===== src/hw/rtl/bftrc_pkg.sv =====
// ----------------------------------------------------------------------------
// bftrc_pkg: shared types and constants for the token run coalescer
// Command byte codes, token kinds and the payload structs of both channels.
// ----------------------------------------------------------------------------
package bftrc_pkg;

    // Default width of the internal running count
    localparam int COUNT_WIDTH_DEFAULT = 16;
    // Width of the count field on the result channel
    localparam int TOKEN_COUNT_W = 16;

    // Command bytes
    localparam logic [7:0] CHAR_PLUS  = 8'h2B;  // '+'
    localparam logic [7:0] CHAR_MINUS = 8'h2D;  // '-'
    localparam logic [7:0] CHAR_RIGHT = 8'h3E;  // '>'
    localparam logic [7:0] CHAR_LEFT  = 8'h3C;  // '<'
    localparam logic [7:0] CHAR_DOT   = 8'h2E;  // '.'
    localparam logic [7:0] CHAR_COMMA = 8'h2C;  // ','
    localparam logic [7:0] CHAR_OPEN  = 8'h5B;  // '['
    localparam logic [7:0] CHAR_CLOSE = 8'h5D;  // ']'

    typedef enum logic [2:0] {
        KIND_ADD   = 3'd0,
        KIND_MOVE  = 3'd1,
        KIND_OUT   = 3'd2,
        KIND_IN    = 3'd3,
        KIND_OPEN  = 3'd4,
        KIND_CLOSE = 3'd5,
        KIND_NONE  = 3'd7
    } kind_t;

    typedef struct packed {
        logic [7:0] character;
        logic       end_of_source;
    } in_item_t;

    typedef struct packed {
        logic [2:0]                      token_kind;
        logic signed [TOKEN_COUNT_W-1:0] token_count;
        logic                            final_token;
    } out_item_t;

    // Decoded command byte
    typedef struct packed {
        logic  is_cmd;  // one of the eight command bytes
        kind_t kind;
        logic  folds;   // add or move: folds into a pending token of the same kind
        logic  neg;     // '-' or '<'
    } cmd_t;

    // Coalescer to top level
    typedef struct packed {
        logic      emit;
        out_item_t result;
        logic      pend_none;
    } coal_t;

endpackage


===== src/hw/rtl/bftrc_decode.sv =====
// ----------------------------------------------------------------------------
// bftrc_decode: command byte decoder
// Maps a source byte to its token kind, fold flag and step direction.
// ----------------------------------------------------------------------------
module bftrc_decode
    import bftrc_pkg::*;
(
    input  logic [7:0] character,
    output cmd_t       cmd
);

    always_comb
    begin
        cmd.is_cmd = 1'b1;
        cmd.kind   = KIND_NONE;
        cmd.folds  = 1'b0;
        cmd.neg    = 1'b0;
        unique case (character)
            CHAR_PLUS:
            begin
                cmd.kind  = KIND_ADD;
                cmd.folds = 1'b1;
            end
            CHAR_MINUS:
            begin
                cmd.kind  = KIND_ADD;
                cmd.folds = 1'b1;
                cmd.neg   = 1'b1;
            end
            CHAR_RIGHT:
            begin
                cmd.kind  = KIND_MOVE;
                cmd.folds = 1'b1;
            end
            CHAR_LEFT:
            begin
                cmd.kind  = KIND_MOVE;
                cmd.folds = 1'b1;
                cmd.neg   = 1'b1;
            end
            CHAR_DOT:   cmd.kind = KIND_OUT;
            CHAR_COMMA: cmd.kind = KIND_IN;
            CHAR_OPEN:  cmd.kind = KIND_OPEN;
            CHAR_CLOSE: cmd.kind = KIND_CLOSE;
            default:    cmd.is_cmd = 1'b0;
        endcase
    end

endmodule


===== src/hw/rtl/bftrc_coalesce.sv =====
// ----------------------------------------------------------------------------
// bftrc_coalesce: pending token state and run folding
// Holds the pending token, folds add/move steps with saturation and forms
// the token to emit when a command does not fold into it or the source ends.
// ----------------------------------------------------------------------------
module bftrc_coalesce
    import bftrc_pkg::*;
#(
    parameter int COUNT_WIDTH = COUNT_WIDTH_DEFAULT
)
(
    input  logic  clk,
    input  logic  rst_n,
    input  logic  advance,        // item in the input register is consumed
    input  logic  end_of_source,
    input  cmd_t  cmd,
    output coal_t co
);

    localparam logic signed [COUNT_WIDTH-1:0] CNT_MAX = {1'b0, {(COUNT_WIDTH-1){1'b1}}};
    localparam logic signed [COUNT_WIDTH-1:0] CNT_MIN = {1'b1, {(COUNT_WIDTH-1){1'b0}}};
    localparam logic signed [COUNT_WIDTH-1:0] CNT_ONE = COUNT_WIDTH'(1);

    kind_t                          pend_kind_reg, pend_kind_next;
    logic signed [COUNT_WIDTH-1:0]  pend_count_reg, pend_count_next;
    logic signed [TOKEN_COUNT_W-1:0] count_out;

    // Result count is the low bits of the running count, sign-extended if narrower
    generate
        if (COUNT_WIDTH >= TOKEN_COUNT_W)
        begin : g_trunc
            assign count_out = pend_count_reg[TOKEN_COUNT_W-1:0];
        end
        else
        begin : g_sext
            assign count_out = {{(TOKEN_COUNT_W-COUNT_WIDTH){pend_count_reg[COUNT_WIDTH-1]}},
                                pend_count_reg};
        end
    endgenerate

    always_comb
    begin
        pend_kind_next            = pend_kind_reg;
        pend_count_next           = pend_count_reg;
        co.emit                   = 1'b0;
        co.result.token_kind      = pend_kind_reg;
        co.result.token_count     = count_out;
        co.result.final_token     = 1'b0;
        co.pend_none              = (pend_kind_reg == KIND_NONE);

        if (end_of_source)
        begin
            if (pend_kind_reg != KIND_NONE)
            begin
                co.emit               = 1'b1;
                co.result.final_token = 1'b1;
                pend_kind_next        = KIND_NONE;
                pend_count_next       = '0;
            end
        end
        else if (cmd.is_cmd)
        begin
            if (cmd.folds && pend_kind_reg == cmd.kind)
            begin
                // saturating +/-1
                if (cmd.neg)
                begin
                    if (pend_count_reg != CNT_MIN)
                        pend_count_next = pend_count_reg - CNT_ONE;
                end
                else
                begin
                    if (pend_count_reg != CNT_MAX)
                        pend_count_next = pend_count_reg + CNT_ONE;
                end
            end
            else
            begin
                co.emit         = (pend_kind_reg != KIND_NONE);
                pend_kind_next  = cmd.kind;
                pend_count_next = (cmd.folds && cmd.neg) ? '1 : CNT_ONE;
            end
        end
    end

    always_ff @(posedge clk or negedge rst_n)
    begin
        if (!rst_n)
        begin
            pend_kind_reg  <= KIND_NONE;
            pend_count_reg <= '0;
        end
        else if (advance)
        begin
            pend_kind_reg  <= pend_kind_next;
            pend_count_reg <= pend_count_next;
        end
    end

endmodule


===== src/hw/rtl/bf_token_run_coalescer_top.sv =====
// ----------------------------------------------------------------------------
// bf_token_run_coalescer_top: run-length coalescing of tape-language commands
// Input register, byte decode and pending-token fold, then a result register.
// ----------------------------------------------------------------------------
// Pipeline: an item's token passes the input register, then the result register,
//   and is then valid on out_valid.
// Throughput: one item per cycle unless a token waits on out_ready; the fold
//   of +/- and >/< runs is a single compare-and-step on the pending count.
// Reset: rst_n clears both register valids and leaves no token pending.
// ----------------------------------------------------------------------------
module bf_token_run_coalescer_top
    import bftrc_pkg::*;
#(
    parameter int COUNT_WIDTH = COUNT_WIDTH_DEFAULT  // running count width, 8..32
)
(
    input  logic      clk,
    input  logic      rst_n,

    input  logic      in_valid,
    output logic      in_ready,
    input  in_item_t  in_data,

    output logic      out_valid,
    input  logic      out_ready,
    output out_item_t out_data
);

    // Input register: holds one accepted item until the coalescer consumes it.
    logic      s1_valid_reg, s1_valid_next;
    in_item_t  s1_data_reg;

    // Result register: holds one emitted token until its transfer.
    logic      out_valid_reg, out_valid_next;
    out_item_t out_data_reg;

    cmd_t      cmd;
    coal_t     co;
    logic      s1_advance;
    logic      out_free;

    bftrc_decode u_decode
    (
        .character (s1_data_reg.character),
        .cmd       (cmd)
    );

    bftrc_coalesce #(
        .COUNT_WIDTH (COUNT_WIDTH)
    ) u_coalesce
    (
        .clk           (clk),
        .rst_n         (rst_n),
        .advance       (s1_advance),
        .end_of_source (s1_data_reg.end_of_source),
        .cmd           (cmd),
        .co            (co)
    );

    // The result register frees up in the same cycle its token transfers out.
    assign out_free = !out_valid_reg || out_ready;

    // An item that emits nothing never waits on the output side; one that
    // emits a token needs room in the result register.
    assign s1_advance = s1_valid_reg && (!co.emit || out_free);

    // A new item enters whenever the input register is empty or empties this cycle.
    assign in_ready = !s1_valid_reg || s1_advance;

    always_comb
    begin
        s1_valid_next = s1_valid_reg;
        if (in_valid && in_ready)
            s1_valid_next = 1'b1;
        else if (s1_advance)
            s1_valid_next = 1'b0;

        out_valid_next = out_valid_reg;
        if (s1_advance && co.emit)
            out_valid_next = 1'b1;
        else if (out_ready)
            out_valid_next = 1'b0;
    end

    always_ff @(posedge clk or negedge rst_n)
    begin
        if (!rst_n)
        begin
            s1_valid_reg  <= 1'b0;
            out_valid_reg <= 1'b0;
        end
        else
        begin
            s1_valid_reg  <= s1_valid_next;
            out_valid_reg <= out_valid_next;
        end
    end

    // Payload registers, no reset
    always_ff @(posedge clk)
    begin
        if (in_valid && in_ready)
            s1_data_reg <= in_data;
        if (s1_advance && co.emit)
            out_data_reg <= co.result;
    end

    assign out_valid = out_valid_reg;
    assign out_data  = out_data_reg;

    // ------------------------------------------------------------------------
    // Assertions
    // ------------------------------------------------------------------------

    // An end-of-source item leaves nothing pending.
    a_flush_clears: assert property (@(posedge clk) disable iff (!rst_n)
        (s1_advance && s1_data_reg.end_of_source) |=> co.pend_none)
        else $error("pending token survived end-of-source flush");

    // Every emitted token carries a real kind.
    a_kind_valid: assert property (@(posedge clk) disable iff (!rst_n)
        out_valid_reg |-> (out_data_reg.token_kind <= KIND_CLOSE))
        else $error("emitted token with no kind");

    // Non-folding tokens always count one.
    a_single_count: assert property (@(posedge clk) disable iff (!rst_n)
        (out_valid_reg && out_data_reg.token_kind != KIND_ADD &&
         out_data_reg.token_kind != KIND_MOVE) |-> out_data_reg.token_count == 16'sd1)
        else $error("non-folding token with count other than one");

    // A held item stays in the input register until the coalescer takes it.
    a_s1_hold: assert property (@(posedge clk) disable iff (!rst_n)
        (s1_valid_reg && !s1_advance) |=> (s1_valid_reg && $stable(s1_data_reg)))
        else $error("input register lost an item");

endmodule

===== config.mk =====
export PLATFORM = sky130hd
export DESIGN_NAME = bf_token_run_coalescer_top
export DESIGN_NICKNAME = d
export VERILOG_FILES = /design/src/hw/rtl/bftrc_pkg.sv /design/src/hw/rtl/bftrc_decode.sv /design/src/hw/rtl/bftrc_coalesce.sv /design/src/hw/rtl/bf_token_run_coalescer_top.sv
export SDC_FILE = /design/constraint.sdc
export NUM_CORES = 1
export LEC_CHECK = 0
export BUFFER_PORTS_ARGS = -buffer_cell sky130_fd_sc_hd__buf_2
export CORE_MARGIN = 2
export CORE_UTILIZATION = 45
export CTS_CLUSTER_DIAMETER = 150
export DETAILED_ROUTE_END_ITERATION = 10
export PLACE_DENSITY = 0.62
export SYNTH_ARGS = -nofsm -noshare
export SYNTH_HDL_FRONTEND = slang
export SYNTH_SLANG_ARGS = --single-unit

===== constraint.sdc =====
create_clock -name clk -period 6.9 [get_ports clk]
set_input_delay 1.38 -clock clk [delete_from_list [all_inputs] [get_ports clk]]
set_output_delay 1.38 -clock clk [all_outputs]
set_load 0.02 [all_outputs]

==> results.py, run 1 <==
metrics = {
    "outcome": {
        "status": "finished clean",
    },
    "layout": {
        "stdcell_count": 358,
        "drive_gt1_share_pct": 19.1,
        "fin_nets": 310,
        "layout_commonest_cell": "buf_2",
        "finalInstanceArea_um2": 3110,
        "areaGrowthSynthToFinish_pct": 11.5,
        "largest_reg_flops": 20,
        "n_antenna_cell": 0,
        "final_cell_mix": "buf_2 (34), edfxtp_1 (29), nand2_1 (25)",
    },
    "synth": {
        "synth_cell_type_count": 51,
        "syn_avg_cell_area_um2": 11.3,
        "synth_ff_type": "edfxtp_1",
        "synth_area_um2": 2790,
        "ys_ff_latch": 50,
        "synth_xor_area_share_pct": 3.77,
        "syn_nets": 275,
        "async_reset_ff_share_pct": 42.0,
        "seq_area_frac_synth_pct": 50.2,
        "synth_top_family_by_area": "simple AND/OR/NAND/NOR gates",
        "synthTopCellsByArea": "edfxtp_1 (31%), dfrtp_1 (16%), ha_1 (6.3%)",
        "synth_mux_area_share_pct": 1.53,
        "synth_compound_area_share_pct": 16.6,
        "synth-edff-count": 29,
        "synthAdderAreaFrac_pct": 7.00,
        "synth-simple-area-share_pct": 18.3,
        "synth_cells": 247,
        "yosysWarnings": 0,
        "synth_area_leader_cell": "edfxtp_1",
        "yosys.area.top_type_share_pct": 31.2,
    },
    "worst_setup_path": {
        "cp_num_cells": 10,
        "rrSetupSlack_ns": 2.77,
        "cp_slowest_cell": "edfxtp_1",
        "reg2reg_from": "s1_data_reg[7]$_DFFE_PP_",
        "reg2reg_to": "u_coalesce.count_out[15]$_DFFE_PN0P_",
        "worst-path-max-fanout": 22,
        "endpoint": "in_ready",
        "worstPathArrival_ns": 2.91,
        "cp-end-kind": "primary output",
        "cp_num_buf_inv": 3,
        "slowest_delay_ns": 0.54,
        "rr_worst_depth": 11,
        "required_ns": 5.52,
        "critPathKind": "flip-flop to primary output",
        "crit_family": "simple AND/OR/NAND/NOR gates",
        "cpMostUsedCell": "nor2_1",
        "timing.critical_path.from": "s1_data_reg[2]$_DFFE_PP_",
        "critPathLaunchType": "flip-flop",
        "worstPathCellList": "xnor2_1 -> nor3_2 -> xor2_1 -> nor4b_2 -> buf_4 -> nor2_1 -> o211ai_1 -> nor2_1 -> inv_1 -> buf_2",
    },
    "timing": {
        "slew_viol_final": 0,
        "finalSetupTns_ns": 0,
        "setup_slack_ns": 2.61,
        "slew_headroom_pct": 26.7,
        "period_share_pct": 62.2,
        "finalSetupViolCount": 0,
        "hold_violations": 0,
        "finalCriticalPeriod_ns": 4.29,
        "tightestPinTransition_ns": 1.10,
        "rsz0062_at_grt": "no",
        "fmax_mhz": 233,
        "fin_hold_ws_ns": 0.536,
        "finClkSkew_ns": 0.00363,
    },
    "routing": {
        "via_count": 2060,
        "vias_per_cell": 5.75,
        "drc": 0,
        "drtIter0Drc": 98,
        "antenna_left": 0,
        "wl_per_cell_um": 15.8,
        "wirelength_mm": 5.65,
        "first_pass_iters": 4,
    },
    "flow_run": {
        "maxCapViolations": 0,
    },
    "power": {
        "comb_power_share_pct": 15.0,
        "p_leak_nw": 1.27,
        "p_int_mw": 0.457,
        "p_switching_mw": 0.182,
        "power_frac_clock_pct": 26.7,
        "switching_share_pct": 28.5,
        "max-vdd-ir-drop_uv": 118,
        "seqPwrFrac_pct": 58.3,
        "p_per_area_nw_per_um2": 205,
    },
    "global_routing": {
        "grt_usage_pct": 17.9,
        "grt_first_pass_wirelength_mm": 9.17,
        "antenna_found_initial": 0,
        "grt_overflow": 0,
        "first_global_vias": 1900,
        "grt_max_degree": 23,
    },
    "cts": {
        "clockBufferDepth": 2,
        "cts_post_setup_buffers_inserted": 0,
        "numCtsBuffers": 5,
        "ctsHoldBuffers": 0,
        "clk_pin_slew_worst_paths_ns": 0.09,
        "cts_root_buf": "clkbuf_8",
        "ctsResizeCount": 0,
        "cts_tree": "yes",
        "insertion_delay_ns": 0.30,
        "cts_num_sinks": 50,
        "htree_levels": 2,
    },
    "min_path": {
        "hp-class": "flip-flop to flip-flop",
        "hp-start": "u_coalesce.count_out[15]$_DFFE_PN0P_",
    },
    "placed_design": {
        "postPlaceCellArea_um2": 3020,
        "gp_congestion": 0.842,
        "dp_cells": 350,
        "dp_hpwl_mm": 4.01,
        "pre_cts_ws_ns": 2.78,
        "place.port_buffers": 34,
    },
    "die": {
        "dieArea_um2": 6840,
        "rows": 28,
        "core_um2": 5960,
        "die_h_um": 82.7,
        "ios": 35,
        "die_x_um": 82.7,
        "start_util_pct": 46.8,
    },
}
## stage by stage
| stage | total power, mW | utilization, % |
|---|---|---|
| floorplan | 0.442 | - |
| global placement | 0.474 | 50.7 |
| detailed placement | 0.475 | 50.7 |
| CTS | 0.647 | 52.2 |
| global route | 0.674 | 52.2 |
| finish | 0.638 | 52.2 |
## final cells by class
class | count | area (um^2)
Clock buffer | 6 | 72.6
Clock inverter | 2 | 17.5
Fill cell | 558 | 2850
Inverter | 8 | 30.0
Multi-Input combinational cell | 182 | 1320
Sequential cell | 50 | 1400
Tap cell | 75 | 93.8
Timing Repair Buffer | 35 | 178
## worst min path at each step
| stage | endpoint | depth (start not counted) | slack [ns] |
|---|---|---|---|
| 6_report | out_data[16]$_DFFE_PP_ | 0 | 0.54 |
| 5_1_grt | out_data[18]$_DFFE_PP_ | 0 | 0.56 |
| 4_1_cts | out_data[16]$_DFFE_PP_ | 0 | 0.54 |
| 3_5_place_dp | out_data[16]$_DFFE_PP_ | 0 | 0.51 |
| 3_3_place_gp | u_coalesce.pend_kind_reg[0]$_DFFE_PN1P_ | 2 | 0.51 |
| 2_1_floorplan | out_data[16]$_DFFE_PP_ | 0 | 0.47 |
## Yosys cell counts, drive strengths merged, types with 2 or more instances
cell type / number
ha: 14
nor4: 7
dfrtp: 18
dfstp: 3
edfxtp: 29
nand4b: 3
o21a: 4
nand2: 25
o21ai: 12
a31oi: 5
nor2: 9
o31ai: 2
a21o: 5
nand3: 4
o31a: 2
nand4: 6
buf: 4
a22o: 14
xor2: 7
a21oi: 8
or2: 2
o22ai: 2
nor4b: 2
nor2b: 5
xnor2: 5
o211ai: 2
a211oi: 4
nor3: 8
o22a: 2
clkbuf: 3
inv: 8
and3: 3
o21bai: 2
nand2b: 4
mux2i: 2
and2: 2
mux2: 2
## logic make-up (layout without fill, tap and decap cells)
group / Yosys count / count (layout)
simple gates: 85 / 85
compound gates: 66 / 66
flops: 50 / 50
fa+ha+maj: 15 / 15
buf+inv: 15 / 51
xor+xnor: 12 / 12
mux: 4 / 4
## per-layer routing
metal | global-route usage (%) | wire length (um)
met1 | 25.7 | 2830
met2 | 27.0 | 2540
met3 | 3.91 | 211
met4 | 5.90 | 68
met5 | 0 | 0
## power groups by stage
stage / logic, mW / clock network, mW / registers [mW]
after global routing: 0.107 / 0.190 / 0.377
final: 0.0956 / 0.171 / 0.372
after detailed placement: 0.0962 / 0 / 0.379
after CTS: 0.0969 / 0.177 / 0.373
after global placement: 0.0959 / 0 / 0.378
after floorplan: 0.0536 / 0 / 0.388
No activity file was read; power rests on OpenSTA's default activity.
==> run 2: changes to the inputs <==
ABC_AREA = 1   (was default)
clock period = 4 ns   (was 6.9 ns; I/O delays follow)
==> run 2 against run 1 <==
- utilization is 1.1 points lower
- total power is 100% higher
- non-clock buffer count is 1 lower
- clock-buffer cell count is 1 lower
- wire length is 12% higher
- critical path depth is 8 higher
- register-to-register slack worse by 2.1 ns
- via count is 22% higher
- synthesized area is 12% higher
- synthesized cell count is 49% higher
- sequential share of layout area is 4.5 points lower
- critical endpoint is now u_coalesce.count_out[11]$_DFFE_PN0P_
- highest routed layer unchanged
==> results.py, run 2 <==
metrics = {
    "placed_design": {
        "gp_congestion": 0.881,
        "place.port_buffers": 34,
        "dp_hpwl_mm": 5.05,
    },
    "routing": {
        "antenna_left": 0,
        "first_pass_iters": 5,
        "drc": 0,
        "drtIter0Drc": 165,
        "wirelength_mm": 6.35,
        "via_count": 2516,
        "vias_per_cell": 5.18,
        "wl_per_cell_um": 13.1,
    },
    "timing": {
        "finClkSkew_ns": 0.00833,
        "finalCriticalPeriod_ns": 3.32,
        "finalSetupViolCount": 0,
        "slew_headroom_pct": 53.2,
        "period_share_pct": 82.9,
        "hold_violations": 0,
        "fmax_mhz": 301,
        "rsz0062_at_grt": "no",
        "tightestPinTransition_ns": 0.701,
        "slew_viol_final": 0,
        "finalSetupTns_ns": 0,
    },
    "layout": {
        "largest_reg_flops": 20,
        "fill_cells": 674,
        "seq_area_um2": 1400,
        "n_antenna_cell": 0,
        "multiInputGateArea_um2": 1570,
        "fin_nets": 433,
        "layout_commonest_cell": "nand2_1",
        "areaGrowthSynthToFinish_pct": 10.4,
        "drive_gt1_share_pct": 19.2,
        "final_cell_mix": "nand2_1 (103), buf_2 (34), nand3_1 (31)",
    },
    "die": {
        "core_um2": 6760,
        "die_h_um": 87.4,
        "rows": 30,
        "dieArea_um2": 7640,
        "ios": 35,
        "start_util_pct": 46.3,
        "die_x_um": 87.4,
    },
    "synth": {
        "synth_most_common_cell": "nand2_1",
        "syn_avg_cell_area_um2": 8.48,
        "syn_nets": 397,
        "synth_ff_type": "edfxtp_1",
        "synth_area_leader_cell": "edfxtp_1",
        "synth_area_um2": 3130,
        "async_reset_ff_share_pct": 42.0,
        "ys_ff_latch": 50,
        "seq_area_frac_synth_pct": 44.7,
        "ys_top_cells_by_count": "nand2_1 (103), nand3_1 (31), edfxtp_1 (29), inv_1 (28), nor2_1 (27)",
        "synth_cells": 369,
        "synth-edff-count": 29,
        "yosys.area.top_type_share_pct": 27.8,
        "yosysWarnings": 0,
        "synth_cell_type_count": 37,
        "synthTopCellsByArea": "edfxtp_1 (28%), dfrtp_1 (14%), nand2_1 (12%)",
    },
    "worst_setup_path": {
        "worstPathArrival_ns": 3.52,
        "critPathKind": "flip-flop to flip-flop",
        "cpMostUsedCell": "nand2_1",
        "slowest_delay_ns": 0.46,
        "worstPathCellList": "inv_2 -> nor2_2 -> nand2_2 -> nor2_1 -> nor2_1 -> inv_1 -> ha_1 -> a21oi_1 -> nand2_1 -> nand2_1 -> nand2_1 -> a21oi_1 -> xor2_1 -> nand4_1 -> nand2_1 -> nor2_1 -> nand3_1 -> nand2_1",
        "cp-end-kind": "flip-flop",
        "cp_slowest_cell": "edfxtp_1",
        "crit_family": "simple AND/OR/NAND/NOR gates",
        "required_ns": 4.20,
        "reg2reg_from": "s1_data_reg[6]$_DFFE_PP_",
        "critPathLaunchType": "flip-flop",
        "rr_worst_depth": 18,
        "reg2reg_to": "u_coalesce.count_out[11]$_DFFE_PN0P_",
        "rrSetupSlack_ns": 0.68,
        "worst-path-max-fanout": 16,
        "cp_num_buf_inv": 2,
    },
    "power": {
        "max-vdd-ir-drop_uv": 156,
        "finalPower_mw": 1.30,
        "p_leak_nw": 1.66,
        "p_per_area_nw_per_um2": 377,
    },
    "cts": {
        "insertion_delay_ns": 0.31,
        "numCtsBuffers": 5,
        "cts_num_sinks": 50,
        "cts_post_setup_buffers_inserted": 0,
        "cts_root_buf": "clkbuf_8",
        "htree_levels": 2,
        "cts_tree": "yes",
        "ctsHoldBuffers": 0,
        "clockBufferDepth": 2,
        "clk_pin_slew_worst_paths_ns": 0.09,
        "ctsResizeCount": 0,
    },
    "flow_run": {
        "maxCapViolations": 0,
    },
    "global_routing": {
        "grt_max_degree": 22,
        "grt_usage_pct": 17.4,
        "first_global_vias": 2232,
        "antenna_found_initial": 0,
        "grt_first_pass_wirelength_mm": 10.5,
        "grt_overflow": 0,
    },
    "outcome": {
        "status": "finished clean",
    },
    "min_path": {
        "hp-class": "input port to asynchronous set/reset pin",
    },
}
[run 2: cell types whose count changed in the layout (fill, tap and decap cells not counted), sizes merged, moves of 5 or more]
cell,previous run,this run
nand3,4,35
nand4,6,17
nor2,9,32
nand2,25,114
a22o,14,0
a21oi,8,28
nor2b,5,0
inv,9,34
nor3,8,1
[run 2: cell families (layout without fill, tap and decap cells)]
family | after synthesis | in the layout | synth area share, %
AO/OA/AOI/OAI | 46 | 46 | 9.08
XOR/XNOR | 11 | 11 | 3.08
adder cells (fa/ha/maj) | 15 | 15 | 6.24
buffers and inverters | 39 | 76 | 5.24
flip-flops | 50 | 50 | 44.7
AND/OR/NAND/NOR | 208 | 208 | 31.6
[run 2: final cells by class]
class / instances / area share (%)
flip-flops and latches: 50 / 40.5
clock buffers: 5 / 1.99
inverters: 34 / 3.70
repair buffers: 34 / 4.93
multi-input cells: 280 / 45.3
well taps: 80 / 2.90
clock inverters: 3 / 0.616
[run 2: worst max path at each step]
stage,start,end,slack (ns),cells past startpoint
2_1_floorplan,s1_data_reg[6]$_DFFE_PP_,u_coalesce.count_out[10]$_DFFE_PN0P_,1.27,18
3_3_place_gp,s1_data_reg[6]$_DFFE_PP_,u_coalesce.count_out[10]$_DFFE_PN0P_,0.81,18
3_5_place_dp,s1_data_reg[6]$_DFFE_PP_,u_coalesce.count_out[11]$_DFFE_PN0P_,0.69,18
4_1_cts,s1_data_reg[6]$_DFFE_PP_,u_coalesce.count_out[11]$_DFFE_PN0P_,0.67,18
5_1_grt,s1_data_reg[6]$_DFFE_PP_,u_coalesce.count_out[11]$_DFFE_PN0P_,0.37,18
6_report,s1_data_reg[6]$_DFFE_PP_,u_coalesce.count_out[11]$_DFFE_PN0P_,0.68,18
[run 2: metrics by stage]
| stage | util (%) | hold WS [ns] | instances | setup slack [ns] | cell area (um^2) |
|---|---|---|---|---|---|
| finish | 51.1 | 0.428 | 486 | 0.682 | 3450 |
| global route | 51.1 | 0.461 | 486 | 0.371 | 3450 |
| CTS | 51.1 | 0.439 | 486 | 0.669 | 3450 |
| detailed placement | 49.8 | 0.499 | 478 | 0.694 | 3360 |
| global placement | 49.8 | 0.484 | 478 | 0.807 | 3360 |
| floorplan | - | 0.464 | 369 | 1.27 | 3130 |
[run 2: worst reg2reg max path, cell delays in order, from the launching register on]
cell and delay (ns):
edfxtp_1 0.46, inv_2 0.08, nor2_2 0.04, nand2_2 0.11, nor2_1 0.05, nor2_1 0.35
inv_1 0.37, ha_1 0.44, a21oi_1 0.16, nand2_1 0.13, nand2_1 0.08, nand2_1 0.13
a21oi_1 0.23, xor2_1 0.17, nand4_1 0.10, nand2_1 0.10, nor2_1 0.05, nand3_1 0.09
nand2_1 0.06
[run 2: per-layer routing]
layer  wire [um]  share of wire (%)  global-route usage, %  up-vias
met5           0                  0                      0        -
met4         115                1.8                   4.20        0
met3         244                3.8                   2.84       11
met2        2800                 44                   27.8       61
met1        3180                 50                   24.6     1115
li1            -                  -                      -     1329
[run 2: power by group]
group / total [mW] / internal [mW] / switching, mW / leakage [nW]
sequential: 0.698 / 0.640 / 0.0583 / 0.556
clock: 0.294 / 0.123 / 0.171 / 0.0441
combinational: 0.309 / 0.0856 / 0.223 / 1.06
==> run 3: changes to the inputs <==
PLACE_DENSITY = 0.64   (was 0.62)
clock period = 2.7 ns   (was 4 ns; I/O delays follow)
==> run 3 against run 2 <==
- the run now ends with negative setup slack left
- critical path depth is the same
- first-iteration DRC count grew 32%
- cell count increased by 4.5%
- sequential cell count is the same
- largest power group unchanged
==> results.py, run 3 (same netlist as run 2, synthesis figures left out) <==
metrics = {
    "outcome": {
        "status": "finished with violations",
        "violations": "negative setup slack",
    },
    "routing": {
        "vias_per_cell": 5.13,
        "via_count": 2608,
        "top_layer_used": "met4",
        "antenna_left": 0,
        "met1_length_mm": 3.36,
        "wirelength_mm": 6.84,
        "drtIter0Drc": 217,
        "first_pass_iters": 5,
        "drc": 0,
        "wl_per_cell_um": 13.5,
        "dr_wl_met2_mm": 3.16,
        "dr_wl_met3_um": 251,
    },
    "die": {
        "start_util_pct": 46.3,
        "dieArea_um2": 7640,
        "ios": 35,
        "rows": 30,
        "core_um2": 6760,
        "die_h_um": 87.4,
        "die_x_um": 87.4,
    },
    "global_routing": {
        "grt_max_degree": 22,
        "grt_overflow": 0,
        "antenna_found_initial": 0,
        "grt_usage_pct": 18.2,
        "grt_first_pass_wirelength_mm": 11.0,
        "first_global_vias": 2353,
    },
    "worst_setup_path": {
        "required_ns": 2.91,
        "crit_family": "simple AND/OR/NAND/NOR gates",
        "cp_num_buf_inv": 3,
        "worst-path-max-fanout": 6,
        "worstPathArrival_ns": 2.95,
        "slowest_delay_ns": 0.44,
        "critPathKind": "flip-flop to flip-flop",
        "critPathLaunchType": "flip-flop",
        "worstPathCellList": "inv_2 -> nor2_2 -> nand2_2 -> nor2_4 -> nor2_4 -> clkinvlp_4 -> buf_4 -> ha_4 -> nand2_1 -> nor2_2 -> nand4_1 -> nand3_1 -> xnor2_1 -> nand4_1 -> nand2_1 -> nor2_1 -> nand3_1 -> nand2_1",
        "cp_slowest_cell": "edfxtp_1",
        "cp-end-kind": "flip-flop",
        "cpMostUsedCell": "nand2_1",
    },
    "cts": {
        "numCtsBuffers": 5,
        "clockBufferDepth": 2,
        "cts_root_buf": "clkbuf_8",
        "insertion_delay_ns": 0.31,
        "htree_levels": 2,
        "ctsHoldBuffers": 0,
        "clk_pin_slew_worst_paths_ns": 0.10,
        "cts_num_sinks": 50,
        "cts_tree": "yes",
    },
    "timing": {
        "slew_headroom_pct": 68.3,
        "slew_viol_final": 0,
        "tightestPinTransition_ns": 0.474,
        "hold_violations": 0,
        "rsz0062_at_grt": "yes",
        "finClkSkew_ns": 0.00824,
        "setup_slack_ns": -0.0404,
        "fmax_mhz": 365,
        "finalCriticalPeriod_ns": 2.74,
        "finalSetupTns_ns": -0.0953,
        "period_share_pct": 101,
        "finalSetupViolCount": 3,
    },
    "layout": {
        "areaGrowthSynthToFinish_pct": 23.8,
        "fill_cells": 605,
        "final_cell_mix": "nand2_1 (93), buf_2 (33), nand3_1 (29), edfxtp_1 (29), inv_1 (26)",
        "drive_gt1_share_pct": 32.7,
        "n_antenna_cell": 0,
        "largest_reg_flops": 20,
        "fin_nets": 455,
        "layout_commonest_cell": "nand2_1",
        "fin_util_pct": 57.4,
        "stdcell_count": 508,
    },
    "flow_run": {
        "maxCapViolations": 0,
    },
    "placed_design": {
        "place.port_buffers": 34,
        "gp_congestion": 0.895,
        "dp_hpwl_mm": 5.06,
        "dp_cells": 487,
    },
    "power": {
        "p_per_area_nw_per_um2": 517,
        "max-vdd-ir-drop_uv": 223,
        "p_leak_nw": 1.79,
        "finalPower_mw": 2.00,
    },
    "min_path": {
        "hp-class": "input port to asynchronous set/reset pin",
    },
}
## run 3: cell count changes in the layout (fill, tap and decap cells not counted), moves of 3 or more
cell | before | now
nand2_1 | 103 | 93
nor2_2 | 4 | 11
buf_4 | 0 | 19
nand2_4 | 2 | 5
nor2_4 | 1 | 4
ha_4 | 0 | 6
nand2_2 | 9 | 16
nor2_1 | 27 | 17
a21oi_1 | 25 | 18
a21oi_2 | 2 | 7
ha_1 | 14 | 7
## run 3: metal layers
metal | GRT usage, % | up-vias
li1 | - | 1370
met1 | 26.5 | 1167
met2 | 27.8 | 66
met3 | 3.13 | 5
met4 | 5.03 | 0
met5 | 0 | -
## run 3: timing repair
item,CTS,global route
buffers inserted,3,9
gates resized for setup,2,57
endpoints found under the setup margin,5,29
cloned,0,1
pin swaps,0,26
## run 3: power breakdown
| part | internal (mW) | switching [mW] |
|---|---|---|
| logic | 0.173 | 0.366 |
| clock network | 0.183 | 0.261 |
| registers | 0.947 | 0.0740 |
## run 3: cell type report
class | instances | area (um^2) | area share, %
Timing Repair inverter | 1 | 7.51 | 0.194
Sequential cell | 50 | 1400 | 36.1
Clock buffer | 5 | 68.8 | 1.78
Timing Repair Buffer | 55 | 350 | 9.04
Clock inverter | 3 | 20.0 | 0.517
Tap cell | 80 | 100 | 2.58
Inverter | 34 | 130 | 3.36
Multi-Input combinational cell | 280 | 1800 | 46.4
## run 3: worst paths after layout
kind | start | endpoint | slack, ns | cells past startpoint
worst max-delay path | s1_data_reg[1]$_DFFE_PP_ | u_coalesce.count_out[12]$_DFFE_PN0P_ | -0.04 | 18
worst min-delay path | rst_n | s1_valid_reg$_DFFE_PN0P_ | 0.16 | 1
worst max register to register | s1_data_reg[1]$_DFFE_PP_ | u_coalesce.count_out[12]$_DFFE_PN0P_ | -0.04 | 18
worst min register to register | u_coalesce.pend_kind_reg[1]$_DFFE_PN1P_ | u_coalesce.pend_kind_reg[1]$_DFFE_PN1P_ | 0.50 | 2
max in group asynchronous | rst_n | u_coalesce.pend_kind_reg[0]$_DFFE_PN1P_ | 2.20 | 1
min in group clk | in_data[4] | s1_data_reg[4]$_DFFE_PP_ | 0.40 | 1
## run 3: through the flow
step	instance area [um^2]	setup WS (ns)	hold slack, ns
after CTS	3560	-0.0442	0.173
after global placement	3440	-0.0271	0.481
after global routing	3870	-0.259	0.188
final	3870	-0.0404	0.157
after floorplan	3130	0.0529	0.244
after detailed placement	3440	-0.0533	0.490
